**src/rtl/priority_two_resource_allocator_macros.svh**
```systemverilog
// Assertion macros used by the allocator top level.
`ifndef PRIORITY_TWO_RESOURCE_ALLOCATOR_MACROS_SVH
`define PRIORITY_TWO_RESOURCE_ALLOCATOR_MACROS_SVH

`ifndef NO_ASSERTIONS
// Checked on every clock edge outside reset.
`define PTRA_ASSERT(lbl, clk, rst_n, prop, msg) \
    lbl: assert property (@(posedge clk) disable iff (!rst_n) prop) else $error(msg);
// Checked on every clock edge, reset included.
`define PTRA_ASSERT_ALWAYS(lbl, clk, prop, msg) \
    lbl: assert property (@(posedge clk) prop) else $error(msg);
`else
`define PTRA_ASSERT(lbl, clk, rst_n, prop, msg)
`define PTRA_ASSERT_ALWAYS(lbl, clk, prop, msg)
`endif

`endif

```
**src/rtl/ptra_pkg.sv**
```systemverilog
`timescale 1ns / 1ps

package ptra_pkg;

    localparam int QUEUE_DEPTH_DEF   = 16;
    localparam int PRIORITY_BITS_DEF = 8;

    localparam logic KIND_REQ = 1'b0;
    localparam logic KIND_REL = 1'b1;

    typedef enum logic [2:0] {
        ST_GRANTED = 3'd0,
        ST_QUEUED  = 3'd1,
        ST_IDLE    = 3'd2,
        ST_FULL    = 3'd3,
        ST_BADREL  = 3'd4
    } t_status;

    // controller -> datapath
    typedef struct packed {
        logic load;   // capture the incoming transfer
        logic exec;   // apply the captured item and register its result
    } t_ctl;

    // datapath -> controller
    typedef struct packed {
        logic out_free;  // output register can take a new result this cycle
    } t_sts;

endpackage

```
**src/rtl/ptra_ctrl.sv**
```systemverilog
`timescale 1ns / 1ps

module ptra_ctrl (
    input  logic            i_clk,
    input  logic            i_rst_n,
    input  logic            i_in_valid,
    output logic            o_in_ready,
    input  ptra_pkg::t_sts  i_sts,
    output ptra_pkg::t_ctl  o_ctl
);
    import ptra_pkg::*;

    typedef enum logic [1:0] {
        S_IDLE = 2'b01,
        S_EXEC = 2'b10
    } t_state;

    t_state r_state;
    t_state n_state;

    assign o_in_ready = (r_state == S_IDLE);
    assign o_ctl.load = i_in_valid && (r_state == S_IDLE);
    assign o_ctl.exec = (r_state == S_EXEC) && i_sts.out_free;

    always_comb begin
        n_state = r_state;
        unique case (r_state)
            S_IDLE: begin
                if (i_in_valid) n_state = S_EXEC;
            end
            S_EXEC: begin
                if (i_sts.out_free) n_state = S_IDLE;
            end
            default: n_state = S_IDLE;
        endcase
    end

    always_ff @(posedge i_clk) begin
        if (!i_rst_n) begin
            r_state <= S_IDLE;
        end else begin
            r_state <= n_state;
        end
    end

endmodule

```
**src/rtl/ptra_datapath.sv**
```systemverilog
`timescale 1ns / 1ps

module ptra_datapath #(
    parameter int QUEUE_DEPTH   = ptra_pkg::QUEUE_DEPTH_DEF,
    parameter int PRIORITY_BITS = ptra_pkg::PRIORITY_BITS_DEF
) (
    input  logic            i_clk,
    input  logic            i_rst_n,
    input  ptra_pkg::t_ctl  i_ctl,
    output ptra_pkg::t_sts  o_sts,
    input  logic            i_kind,
    input  logic [7:0]      i_tag,
    input  logic [7:0]      i_prio,
    input  logic            i_res,
    input  logic            i_out_ready,
    output logic            o_out_valid,
    output logic [2:0]      o_status,
    output logic            o_grant_valid,
    output logic [7:0]      o_grant_tag,
    output logic            o_grant_resource,
    output logic [4:0]      o_waiting_count
);
    import ptra_pkg::*;

    localparam int CNT_W = $clog2(QUEUE_DEPTH + 1);

    // captured item
    logic                     r_kind;
    logic [7:0]               r_tag;
    logic [PRIORITY_BITS-1:0] r_prio;
    logic                     r_res;

    // allocator state; queue kept sorted by priority, stable in arrival order
    logic [1:0]               r_free;
    logic [1:0]               n_free;
    logic [CNT_W-1:0]         r_count;
    logic [CNT_W-1:0]         n_count;
    logic [7:0]               r_wtag  [QUEUE_DEPTH];
    logic [PRIORITY_BITS-1:0] r_wprio [QUEUE_DEPTH];

    // result register
    logic                     r_out_valid;
    t_status                  r_status;
    logic                     r_gvalid;
    logic [7:0]               r_gtag;
    logic                     r_gres;

    t_status                  w_status;
    logic                     w_gvalid;
    logic [7:0]               w_gtag;
    logic                     w_gres;
    logic                     w_ins;
    logic                     w_pop;
    logic                     w_full;
    logic [QUEUE_DEPTH-1:0]   w_ge;
    logic [QUEUE_DEPTH-1:0]   w_prev_ge;

    assign w_full = (r_count == CNT_W'(QUEUE_DEPTH));

    // slot holds an entry that stays ahead of a new arrival
    always_comb begin
        for (int i = 0; i < QUEUE_DEPTH; i++) begin
            w_ge[i] = (CNT_W'(i) < r_count) && (r_wprio[i] >= r_prio);
        end
    end

    always_comb begin
        n_free   = r_free;
        n_count  = r_count;
        w_status = ST_FULL;
        w_gvalid = 1'b0;
        w_gtag   = 8'd0;
        w_gres   = 1'b0;
        w_ins    = 1'b0;
        w_pop    = 1'b0;
        if (r_kind == KIND_REQ) begin
            priority if (r_count == '0 && r_free != 2'b00) begin
                w_status         = ST_GRANTED;
                w_gvalid         = 1'b1;
                w_gtag           = r_tag;
                w_gres           = ~r_free[0];
                n_free[~r_free[0]] = 1'b0;
            end else if (!w_full) begin
                w_status = ST_QUEUED;
                w_ins    = 1'b1;
                n_count  = r_count + CNT_W'(1);
            end else begin
                w_status = ST_FULL;
            end
        end else begin
            priority if (r_free[r_res]) begin
                w_status = ST_BADREL;
            end else if (r_count == '0) begin
                w_status      = ST_IDLE;
                n_free[r_res] = 1'b1;
            end else begin
                // head of the sorted queue takes the released resource
                w_status = ST_GRANTED;
                w_gvalid = 1'b1;
                w_gtag   = r_wtag[0];
                w_gres   = r_res;
                w_pop    = 1'b1;
                n_count  = r_count - CNT_W'(1);
            end
        end
    end

    // one shift-chain cell per queue slot
    for (genvar g = 0; g < QUEUE_DEPTH; g++) begin : g_slot
        logic [7:0]               w_ptag;
        logic [PRIORITY_BITS-1:0] w_pprio;
        logic [7:0]               w_ntag;
        logic [PRIORITY_BITS-1:0] w_nprio;

        if (g == 0) begin : g_first
            assign w_prev_ge[g] = 1'b1;
            assign w_ptag       = r_tag;
            assign w_pprio      = r_prio;
        end else begin : g_mid
            assign w_prev_ge[g] = w_ge[g-1];
            assign w_ptag       = r_wtag[g-1];
            assign w_pprio      = r_wprio[g-1];
        end

        if (g == QUEUE_DEPTH - 1) begin : g_last
            assign w_ntag  = r_wtag[g];
            assign w_nprio = r_wprio[g];
        end else begin : g_inner
            assign w_ntag  = r_wtag[g+1];
            assign w_nprio = r_wprio[g+1];
        end

        always_ff @(posedge i_clk) begin
            if (i_ctl.exec) begin
                if (w_ins && !w_ge[g]) begin
                    if (w_prev_ge[g]) begin
                        r_wtag[g]  <= r_tag;
                        r_wprio[g] <= r_prio;
                    end else begin
                        r_wtag[g]  <= w_ptag;
                        r_wprio[g] <= w_pprio;
                    end
                end else if (w_pop) begin
                    r_wtag[g]  <= w_ntag;
                    r_wprio[g] <= w_nprio;
                end
            end
        end
    end

    always_ff @(posedge i_clk) begin
        if (i_ctl.load) begin
            r_kind <= i_kind;
            r_tag  <= i_tag;
            r_prio <= PRIORITY_BITS'(i_prio);
            r_res  <= i_res;
        end
        if (i_ctl.exec) begin
            r_status <= w_status;
            r_gvalid <= w_gvalid;
            r_gtag   <= w_gtag;
            r_gres   <= w_gres;
        end
    end

    always_ff @(posedge i_clk) begin
        if (!i_rst_n) begin
            r_free      <= 2'b11;
            r_count     <= '0;
            r_out_valid <= 1'b0;
        end else begin
            if (i_ctl.exec) begin
                r_free  <= n_free;
                r_count <= n_count;
            end
            if (i_ctl.exec) begin
                r_out_valid <= 1'b1;
            end else if (i_out_ready) begin
                r_out_valid <= 1'b0;
            end
        end
    end

    assign o_sts.out_free    = !r_out_valid || i_out_ready;
    assign o_out_valid       = r_out_valid;
    assign o_status          = r_status;
    assign o_grant_valid     = r_gvalid;
    assign o_grant_tag       = r_gtag;
    assign o_grant_resource  = r_gres;
    assign o_waiting_count   = 5'(r_count);

endmodule

```
**src/rtl/priority_two_resource_allocator.sv**
```systemverilog
`timescale 1ns / 1ps
// Two-resource allocator with a priority wait queue. Each input transfer is a
// request (tuser 0) or a release (tuser 1) and yields exactly one result
// transfer. A request is granted at once (lowest-numbered free resource) when
// nobody waits; otherwise it joins a queue of QUEUE_DEPTH entries, or is
// rejected with "queue full". A release hands the resource to the waiting
// request of highest priority, earliest arrival first among equals; with no
// waiters it frees the resource, and a release of a free resource is flagged.
// A transfer is captured first; then the queue is updated and the result
// register loaded, waiting while the result register stays occupied
// downstream, and no new transfer is taken until then. The queue is a shift
// chain kept in priority order, so an insert and a removal both finish in the
// update step regardless of depth. No clearing pass is needed after reset.
module priority_two_resource_allocator #(
    parameter int QUEUE_DEPTH   = ptra_pkg::QUEUE_DEPTH_DEF,
    parameter int PRIORITY_BITS = ptra_pkg::PRIORITY_BITS_DEF
) (
    input  logic        i_clk,
    input  logic        i_rst_n,
    input  logic        s_axis_tvalid,
    output logic        s_axis_tready,
    input  logic [23:0] s_axis_tdata,   // [7:0] requester_tag, [15:8] priority_req,
                                        // [16] resource, [23:17] zero
    input  logic [0:0]  s_axis_tuser,   // [0] kind
    output logic        m_axis_tvalid,
    input  logic        m_axis_tready,
    output logic [15:0] m_axis_tdata,   // [7:0] grant_tag, [8] grant_resource,
                                        // [13:9] waiting_count, [15:14] zero
    output logic [3:0]  m_axis_tuser    // [2:0] status, [3] grant_valid
);
    import ptra_pkg::*;

    `include "priority_two_resource_allocator_macros.svh"

    t_ctl       w_ctl;
    t_sts       w_sts;
    logic [2:0] w_status;
    logic       w_gvalid;
    logic [7:0] w_gtag;
    logic       w_gres;
    logic [4:0] w_wcount;

    // sequencing: capture, then execute once the result register is free
    ptra_ctrl u_ctrl (
        .i_clk      (i_clk),
        .i_rst_n    (i_rst_n),
        .i_in_valid (s_axis_tvalid),
        .o_in_ready (s_axis_tready),
        .i_sts      (w_sts),
        .o_ctl      (w_ctl)
    );

    // resource map, sorted wait queue and result register
    ptra_datapath #(
        .QUEUE_DEPTH   (QUEUE_DEPTH),
        .PRIORITY_BITS (PRIORITY_BITS)
    ) u_datapath (
        .i_clk            (i_clk),
        .i_rst_n          (i_rst_n),
        .i_ctl            (w_ctl),
        .o_sts            (w_sts),
        .i_kind           (s_axis_tuser[0]),
        .i_tag            (s_axis_tdata[7:0]),
        .i_prio           (s_axis_tdata[15:8]),
        .i_res            (s_axis_tdata[16]),
        .i_out_ready      (m_axis_tready),
        .o_out_valid      (m_axis_tvalid),
        .o_status         (w_status),
        .o_grant_valid    (w_gvalid),
        .o_grant_tag      (w_gtag),
        .o_grant_resource (w_gres),
        .o_waiting_count  (w_wcount)
    );

    assign m_axis_tdata = {2'b00, w_wcount, w_gres, w_gtag};
    assign m_axis_tuser = {w_gvalid, w_status};

    // after a transfer is taken the block is busy for at least the update cycle
    `PTRA_ASSERT(a_busy_after_accept, i_clk, i_rst_n, s_axis_tvalid && s_axis_tready |=> !s_axis_tready, "ready stayed high after an accepted transfer")
    // a new result only appears after an execute cycle
    `PTRA_ASSERT(a_result_from_exec, i_clk, i_rst_n, $rose(m_axis_tvalid) |-> $past(w_ctl.exec), "result appeared without an execute cycle")
    // the grant flag goes with the granted status and nothing else
    `PTRA_ASSERT(a_grant_matches_status, i_clk, i_rst_n, m_axis_tvalid |-> (m_axis_tuser[3] == (m_axis_tuser[2:0] == ST_GRANTED)), "grant flag disagrees with status")
    // reported queue occupancy never exceeds the queue size
    `PTRA_ASSERT(a_count_in_range, i_clk, i_rst_n, m_axis_tvalid |-> (int'(m_axis_tdata[13:9]) <= QUEUE_DEPTH), "waiting count above queue depth")

endmodule
```
**config.mk**
```make
export PLATFORM = sky130hd
export DESIGN_NAME = priority_two_resource_allocator
export DESIGN_NICKNAME = d
export VERILOG_FILES = /design/src/rtl/ptra_pkg.sv /design/src/rtl/ptra_ctrl.sv /design/src/rtl/ptra_datapath.sv /design/src/rtl/priority_two_resource_allocator.sv
export VERILOG_INCLUDE_DIRS = /design/src /design/src/rtl
export SDC_FILE = /design/constraint.sdc
export NUM_CORES = 1
export LEC_CHECK = 0
export ABC_AREA = 1
export CORE_MARGIN = 2
export CORE_UTILIZATION = 55
export CTS_BUF_LIST = sky130_fd_sc_hd__clkbuf_4 sky130_fd_sc_hd__clkbuf_8
export DETAILED_ROUTE_END_ITERATION = 16
export DONT_BUFFER_PORTS = 1
export PLACE_DENSITY = 0.74
export SETUP_SLACK_MARGIN = 0.4
export SLEW_MARGIN = 10
export SYNTH_ARGS = -nofsm -noshare
export SYNTH_HDL_FRONTEND = slang
export SYNTH_HIERARCHICAL = 1
export SYNTH_SLANG_ARGS = --single-unit
```
**constraint.sdc**
```tcl
create_clock -name i_clk -period 11.6 [get_ports i_clk]
set_input_delay 1.74 -clock i_clk [delete_from_list [all_inputs] [get_ports i_clk]]
set_output_delay 1.74 -clock i_clk [all_outputs]
set_load 0.05 [all_outputs]
```
**Word level (Yosys, flattened, before mapping)**

Memories as Yosys holds them, arrays and structs flattened.
Cells that the tools add are included.

- Register bits after elaboration: 41
- RAM bits: 256
- Bits of input ports: 29
- Output and inout port bits: 22
- Memories kept: 2

Memories:

| memory | depth | bits a word | read ports | clocked after Yosys merged registers in | wr ports | RTL line | RTL |
|---|---|---|---|---|---|---|---|
| u_datapath.r_wprio | 16 | 8 | 16 | 0 | 16 | ptra_datapath.sv:39 | `logic [PRIORITY_BITS-1:0] r_wprio [QUEUE_DEPTH];` |
| u_datapath.r_wtag | 16 | 8 | 16 | 0 | 16 | ptra_datapath.sv:38 | `logic [7:0] r_wtag [QUEUE_DEPTH];` |

- Add/subtract/negate cells: 2
- Magnitude comparators: 36
- Equal/unequal tests: 10
- Muxes and demuxes: 275
- Bitwise gates (word level): 66
- Reduce and logical (&&, ||, !) cells: 62

Operator list:

| operator | number |
|---|---|
| $mux 8 | 66 |
| $mux 1 | 190 |
| $ge 8x8->1 | 16 |
| $or 1x1->1 | 62 |
| $lt 4x5->1 const A | 8 |
| $logic_and 1x1->1 | 37 |
| $mux 5 | 5 |
| $lt 3x5->1 const A | 4 |
| $logic_not 1->1 | 17 |
| $mux 2 | 8 |
| $lt 1x5->1 const A | 2 |
| $lt 2x5->1 const A | 2 |
| $mux 3 | 3 |
| $ne 2x2->1 const B | 4 |
| $ne 2x1->1 const B | 3 |
| $reduce_bool 2->1 | 3 |
| $add 5x1->5 const B | 1 |
| $eq 5x5->1 const B | 1 |
| $logic_not 5->1 | 1 |
| $reduce_and 5->1 | 1 |
| $sub 5x1->5 const B | 1 |
| $lt 1x2->1 const B | 2 |
| $pmux 2 s2 | 1 |
| $reduce_and 4->1 | 1 |
| other kinds (10) | 12 |

**Longest topological paths before layout**

Gate-level depths: netlist of run 1.

- Depth in word-level cells: 10
- Mapped depth: 16
- Gate-level depth less buffers: 14

**Cells and area by module**

The synthesis of run 1 kept the hierarchy.

By module, submodules not included:

| module | instances | cells each | area each (um^2) |
|---|---|---|---|
| ptra_datapath | 1 | 2488 | 19681.4 |
| ptra_ctrl | 1 | 15 | 102.6 |
| priority_two_resource_allocator | 1 | 5 | 33.8 |

**Worst setup path after synthesis of run 1**

Ideal clock, no wire load.

- Path kind: input to register
- Start point: input port m_axis_tready
- End point: memory u_datapath/r_wprio[1][56] (netlist bit), enable pin
- Setup time: 0.413 ns
- Arrival: 5.118 ns
- Data required time: 11.187 ns
- Path slack: 6.068 ns
- Cell stages on the path: 10
- Buffers on the path: 3
- Cells stage by stage: inv_1 > nand2_1 > inv_1 > nor3_1 > nand2_1 > nor2_4 > buf_6 > buf_6 > buf_4 > a21boi_0

RTL lines:

| what | RTL line | RTL |
|---|---|---|
| from (decl) | priority_two_resource_allocator.sv:26 | `input logic m_axis_tready,` |
| to (decl) | ptra_datapath.sv:39 |  |

==> results of run 1 <==
[worst min-delay path: stages (launching register included)]
cell     delay, ns
dfxtp_1       0.31
nand3_1       0.12
a21oi_2       0.06
[layout make-up]
| class | instances | area (sq um) | area share |
|---|---|---|---|
| multi-input combinational | 1723 | 8980 | 0.432 |
| sequential | 297 | 8820 | 0.424 |
| inverter | 329 | 1240 | 0.0596 |
| clock buffer | 70 | 882 | 0.0424 |
| tap | 461 | 577 | 0.0277 |
| timing repair buffer | 26 | 208 | 0.00998 |
| clock inverter | 22 | 96.3 | 0.00463 |
| antenna | 1 | 2.50 | 0.000120 |
[cells in the final DEF, fill, tap and decap left out, types with 2 or more instances in the layout]
cell type / instances
a21oi_1: 55
buf_4: 25
clkbuf_4: 13
clkbuf_8: 57
clkinv_1: 14
clkinv_2: 8
conb_1: 2
dfxtp_1: 10
edfxtp_1: 287
ha_1: 132
inv_1: 326
nand2_1: 902
nand2_2: 6
nand3_1: 230
nand3_2: 6
nand3_4: 11
nand3b_1: 3
nand4_1: 209
nor2_1: 61
nor2_4: 2
nor3_1: 5
o21a_1: 13
o21ai_0: 44
o21ai_1: 18
o22ai_1: 8
xor2_1: 5
[logic make-up after synthesis]
family | synth area share
AND/OR/NAND/NOR | 0.326
buffers and inverters | 0.103
flip-flops | 0.445
AO/OA/AOI/OAI | 0.0398
adder cells (fa/ha/maj) | 0.0833
XOR/XNOR | 0.00265
other | 0.000189
[path summary, 6_finish.rpt]
| path | startpoint | end | depth (start not counted) |
|---|---|---|---|
| setup / recovery | m_axis_tready | u_datapath/r_wtag[0][37] | 11 |
| hold / removal | u_ctrl/r_state[1] | u_ctrl/r_state[1] | 2 |
| setup reg to reg | u_datapath/o_waiting_count[0] | u_datapath/r_wtag[0][37] | 12 |
| hold reg to reg | u_ctrl/r_state[1] | u_ctrl/r_state[1] | 2 |
[state kept, by name, indices dropped and copies added (netlist names)]
register and count:
u_datapath/o_waiting_count 5, u_datapath/g_slot.w_pprio 8, u_datapath/r_wprio 128, u_datapath/r_res 1, u_datapath/o_status 3, u_ctrl/r_state 2, u_datapath/o_grant_tag 8, u_datapath/o_grant_resource 1
u_datapath/r_free 2, u_datapath/r_wtag 128, u_datapath/g_slot.w_ptag 8, u_datapath/o_grant_valid 1, u_datapath/r_kind 1, u_datapath/o_out_valid 1
[power by group through the flow]
stage               clock network (mW)  registers, mW  logic [mW]
floorplan                            0           1.21       0.128
global placement                     0           1.22       0.166
detailed placement                   0           1.22       0.176
CTS                              0.946           1.20       0.177
global route                     0.993           1.19       0.205
finish                           0.934           1.20       0.179
[synth_stat cells (all sizes together)]
library cell / n / area [sq um]
o21a: 13 / 97.6
clkinv: 1 / 3.75
nand2: 908 / 3420
a21oi: 56 / 284
ha: 132 / 1650
o22ai: 8 / 50.1
nor2: 65 / 278
nor3: 6 / 30.0
nand4: 209 / 1310
nand3: 247 / 1400
dfxtp: 10 / 200
xor2: 5 / 43.8
xnor2: 1 / 8.76
inv: 328 / 1230
clkbuf: 65 / 244
a21boi: 1 / 7.51
o21ai: 63 / 319
o21bai: 1 / 7.51
o211ai: 1 / 7.51
conb: 1 / 3.75
buf: 95 / 558
edfxtp: 287 / 8620
nand3b: 3 / 22.5
o31ai: 1 / 7.51
o32ai: 1 / 8.76
[metal layers]
| metal | track usage | wire, um | vias up |
|---|---|---|---|
| met5 | 0 | 0 | - |
| li1 | - | - | 8199 |
| met1 | 0.370 | 22100 | 8113 |
| met2 | 0.470 | 25700 | 795 |
| met3 | 0.0452 | 4370 | 165 |
| met4 | 0.138 | 2640 | 0 |
[metrics by stage]
stage,area [sq um],setup WS [ns],instances
floorplan,19800,6.07,2509
global placement,19800,5.52,2836
detailed placement,19800,5.31,2836
CTS,20800,5.97,2928
global route,20800,5.94,2928
finish,20800,6.20,2929
==> impl_metrics.csv, run 1 <==
group,metric,value,unit
sta,tns,0,ns
detailed_routing,drt_iter0_markers,1889,
layout,drive_gt1_frac,0.0555,
place,port_buffers,0,
floorplanning,ioPinCount,51,
critical_path,worstPathMaxFanout,82,
critical_path,cp_top_family,"buffers and inverters",
place,routabilityCongestion,0.860,
sta,fin_crit_sh,0.465,
detailed_routing,routedWlPerCell,18.7,um
critical_path,rrSetupSlack,6.63,ns
cts,post-cts-setup-buffers,0,
critical_path,startpoint_type,"primary input",
critical_path,slowest_stage,"buf_4",
power_and_ir_drop,ir_drop,0.000111,V
power_and_ir_drop,p_seq_frac,0.518,
global_route,grt_pass1_wl,86700,um
power_and_ir_drop,swShare,0.249,
sta,max_freq,185,MHz
critical_path,required,11.81,ns
power_and_ir_drop,p_leak,9.89,nW
cts,cts_resized,0,
synthesis,synthesis.instances,2508,
synthesis,ys_seq_area_frac,0.445,
detailed_routing,dr.pass1.iters,8,
critical_path,critPathArrivalTime,5.60,ns
place,dp_hpwl,35700,um
power_and_ir_drop,report.power.total,2.31,mW
synthesis,syn_area,19800,sq um
global_route,grt_max_degree,113,
sta,min_period,5.40,ns
cts,clockRootBuffer,"clkbuf_8",
sta,final_max_slew_viol_count,0,
synthesis,synth_area_per_cell,7.90,sq um
cts,ctsHtreeMaxLevel,2,
synthesis,ys_warn_count,6,
layout,syn_to_final_growth,4.96,%
cts,cts_tree,"yes",
power_and_ir_drop,power_density,111,nW/um^2
sta,setup_violations,0,
floorplanning,die_w,194,um
global_route,grt_overflow,0,
global_route,first_global_vias,16700,
flow_run,maxCapViolCount,0,
sta,max_slew_margin,0.274,
sta,hold_viol,0,
synthesis,synth_cell_types,39,
floorplanning,core.rowCount,69,
floorplanning,fp.dieArea,37600,sq um
global_route,antenna_found_initial,1,
cts,cts_sinks,297,
power_and_ir_drop,pwr-share-clk,0.404,
critical_path,timing.critical_path.buf_inv,5,
critical_path,cp-end-kind,"register",
power_and_ir_drop,combinationalPowerShare,0.078,
cts,cts-buffers-inserted,50,
detailed_routing,ant_nets,0,
critical_path,cp_common_cell,"nand2_1",
detailed_routing,drc,0,
power_and_ir_drop,p_sw,574,uW
floorplanning,die_y,194,um
detailed_routing,vias,17300,
cts,postCtsHoldBufs,0,
sta,hold_ws,0.527,ns
layout,nFillCells,3137,
layout,nets,2588,
sta,fin_skew,0.0233,ns
floorplanning,initial_utilization,0.557,
outcome,status,"finished, final reports clean",
floorplanning,core_area,35600,sq um
detailed_routing,routed_wl,54800,um
critical_path,cp_cell_sequence,"inv_1 -> nand2_1 -> inv_1 -> nor3_4 -> nand2_1 -> nor2_4 -> buf_4 -> buf_4 -> buf_4 -> nand2_1 -> nand2_1",
critical_path,path_class,"primary input to register",
cts,clock_latency,0.60,ns
sta,rsz0062_at_grt,"false",
critical_path,max_stage_delay,0.81,ns
global_route,grt.total_usage,0.286,
cts,clk_pin_slew,0.06,ns
layout,final_util,0.585,
synthesis,ys_seq_elements,297,
worst_hold_path,hold_path_class,"register to register",
power_and_ir_drop,p_int,1.73,mW
cts,clockBufferDepth,3,
sta,max_slew.worst_pin.slew,1.09,ns
detailed_routing,viasPerCell,5.90,
No activity file was read; power rests on OpenSTA's default activity.
==> inputs of run 2 (changes only) <==
Clock period 11.6 ns to 5.55 ns, I/O delays scaled along.
==> run 2 against run 1 <==
Against the previous run: clock skew down 0.0056 ns; non-clock buffer count up 8; combinational power grew 110%; die area stayed put; clock-buffer cell count grew 5; design area grew 0.57%; worst hold slack got worse by 0.21 ns; sequential power up 110%; critical endpoint is now u_datapath/r_wtag[1][5]; largest cell class unchanged; largest power group unchanged; highest routed layer unchanged.
==> impl_metrics.csv, run 2 (synthesis results as in run 1) <==
group,metric,value,unit
floorplanning,core.rowCount,69,
floorplanning,core_area,35600,sq um
layout,syn_to_final_growth,5.56,%
cts,cts_sinks,297,
cts,clk_pin_slew,0.06,ns
cts,cts_resized,0,
cts,cts_tree,"yes",
sta,fin_crit_sh,0.704,
critical_path,critPathArrivalTime,4.23,ns
place,routabilityCongestion,0.919,
power_and_ir_drop,report.power.total,4.88,mW
critical_path,startpoint_type,"register",
detailed_routing,drt_iter0_markers,1875,
detailed_routing,routed_wl,54500,um
global_route,grt_overflow,0,
layout,nets,2596,
critical_path,cp-end-kind,"register",
floorplanning,die_y,194,um
sta,max_slew.worst_pin.slew,1.27,ns
sta,final_max_slew_viol_count,0,
detailed_routing,drc,0,
sta,setup_violations,0,
power_and_ir_drop,ir_drop,0.000197,V
layout,most-common-layout-cells,"902 x nand2_1, 326 x inv_1, 287 x edfxtp_1",
detailed_routing,ant_nets,0,
global_route,antenna_found_initial,0,
sta,hold_viol,0,
cts,clockBufferDepth,3,
cts,clockRootBuffer,"clkbuf_8",
worst_hold_path,hold_path_class,"primary input to register",
cts,ctsHtreeMaxLevel,2,
global_route,grt_pass1_wl,85800,um
outcome,status,"finished, final reports clean",
layout,top_regs,"u_datapath/r_wprio (128), u_datapath/r_wtag (128)",
power_and_ir_drop,p_leak,9.94,nW
cts,clock_latency,0.60,ns
global_route,grt_max_degree,243,
detailed_routing,vias,17300,
floorplanning,die_w,194,um
critical_path,crit_path_start,"u_datapath/g_slot[0].w_pprio[1]",
sta,min_period,3.91,ns
layout,nFillCells,3140,
sta,tns,0,ns
place,dp_hpwl,36400,um
floorplanning,ioPinCount,51,
layout,drive_gt1_frac,0.0583,
floorplanning,fp.dieArea,37600,sq um
global_route,grt.total_usage,0.281,
sta,rsz0062_at_grt,"false",
floorplanning,initial_utilization,0.557,
sta,fin_skew,0.0176,ns
cts,cts-buffers-inserted,50,
cts,post-cts-setup-buffers,0,
critical_path,r2r_start,"u_datapath/g_slot[0].w_pprio[1]",
sta,max_slew_margin,0.155,
detailed_routing,dr.pass1.iters,6,
layout,layout_commonest_cell,"nand2_1",
critical_path,required,5.87,ns
detailed_routing,routedWlPerCell,18.6,um
layout,n_antenna_cell,0,
flow_run,maxCapViolCount,0,
detailed_routing,viasPerCell,5.90,
cts,postCtsHoldBufs,0,
place,port_buffers,0,
sta,max_freq,256,MHz
critical_path,path_class,"register to register",
worst_hold_path,hold_start,"i_rst_n",
power_and_ir_drop,power_density,233,nW/um^2
sta,timing.final.ws_setup,1.64,ns
global_route,first_global_vias,16200,
place,dp_worst_setup_slack,1.77,ns
critical_path,worstPathMaxFanout,32,
## run 2: critical path: stages (launching register included)
cell	delay (ns)
edfxtp_1	0.53
inv_1	0.43
buf_4	0.41
ha_1	0.31
inv_1	0.06
nor2_1	0.04
o21bai_1	0.12
nand2_1	0.10
nand2_1	0.07
nand2_1	0.04
nand2_1	0.59
nand2_1	0.10
nand2_1	0.13
nand2_2	0.39
nand2_1	0.21
o21ai_1	0.08
## run 2: area by class of cell
cell class | instances | area, sq um | share of cell area
well taps | 461 | 577 | 0.0276
flip-flops and latches | 297 | 8820 | 0.422
inverters | 329 | 1240 | 0.0593
multi-input cells | 1723 | 8970 | 0.429
clock inverters | 11 | 70.1 | 0.00335
repair buffers | 34 | 318 | 0.0152
clock buffers | 75 | 926 | 0.0443
## run 2: path summary, 6_finish.rpt
path | end | slack, ns | cells past startpoint
setup / recovery | u_datapath/r_wtag[1][5] | 1.64 | 15
hold reg to reg | u_datapath/r_wtag[1][54] | 0.53 | 2
hold / removal | u_ctrl/r_state[0] | 0.32 | 1
setup reg to reg | u_datapath/r_wtag[1][5] | 1.64 | 15
## run 2: metrics by stage
step           hold slack [ns]   util  cell area (sq um)  instances
2_1_floorplan            0.484      -              19800       2509
3_3_place_gp             0.494  0.560              19900       2844
3_5_place_dp             0.513  0.560              19900       2844
4_1_cts                  0.300  0.588              20900       2930
5_1_grt                  0.301  0.588              20900       2930
6_report                 0.316  0.588              20900       2930
## run 2: power breakdown
group / switching [mW] / leakage [nW] / total, mW / internal (mW)
Sequential: 0.0231 / 2.67 / 2.50 / 2.48
Clock: 0.912 / 0.530 / 2.01 / 1.10
Combinational: 0.244 / 6.74 / 0.372 / 0.128
Total: 1.18 / 9.94 / 4.88 / 3.70
## run 2: metal layers
metal	wire, um	global-route usage	vias up	part of all wire
met5	0	0	-	0
met4	2330	0.124	0	0.043
met3	4130	0.0393	168	0.076
met2	26100	0.467	774	0.48
met1	21900	0.369	8135	0.40
li1	-	-	8222	-
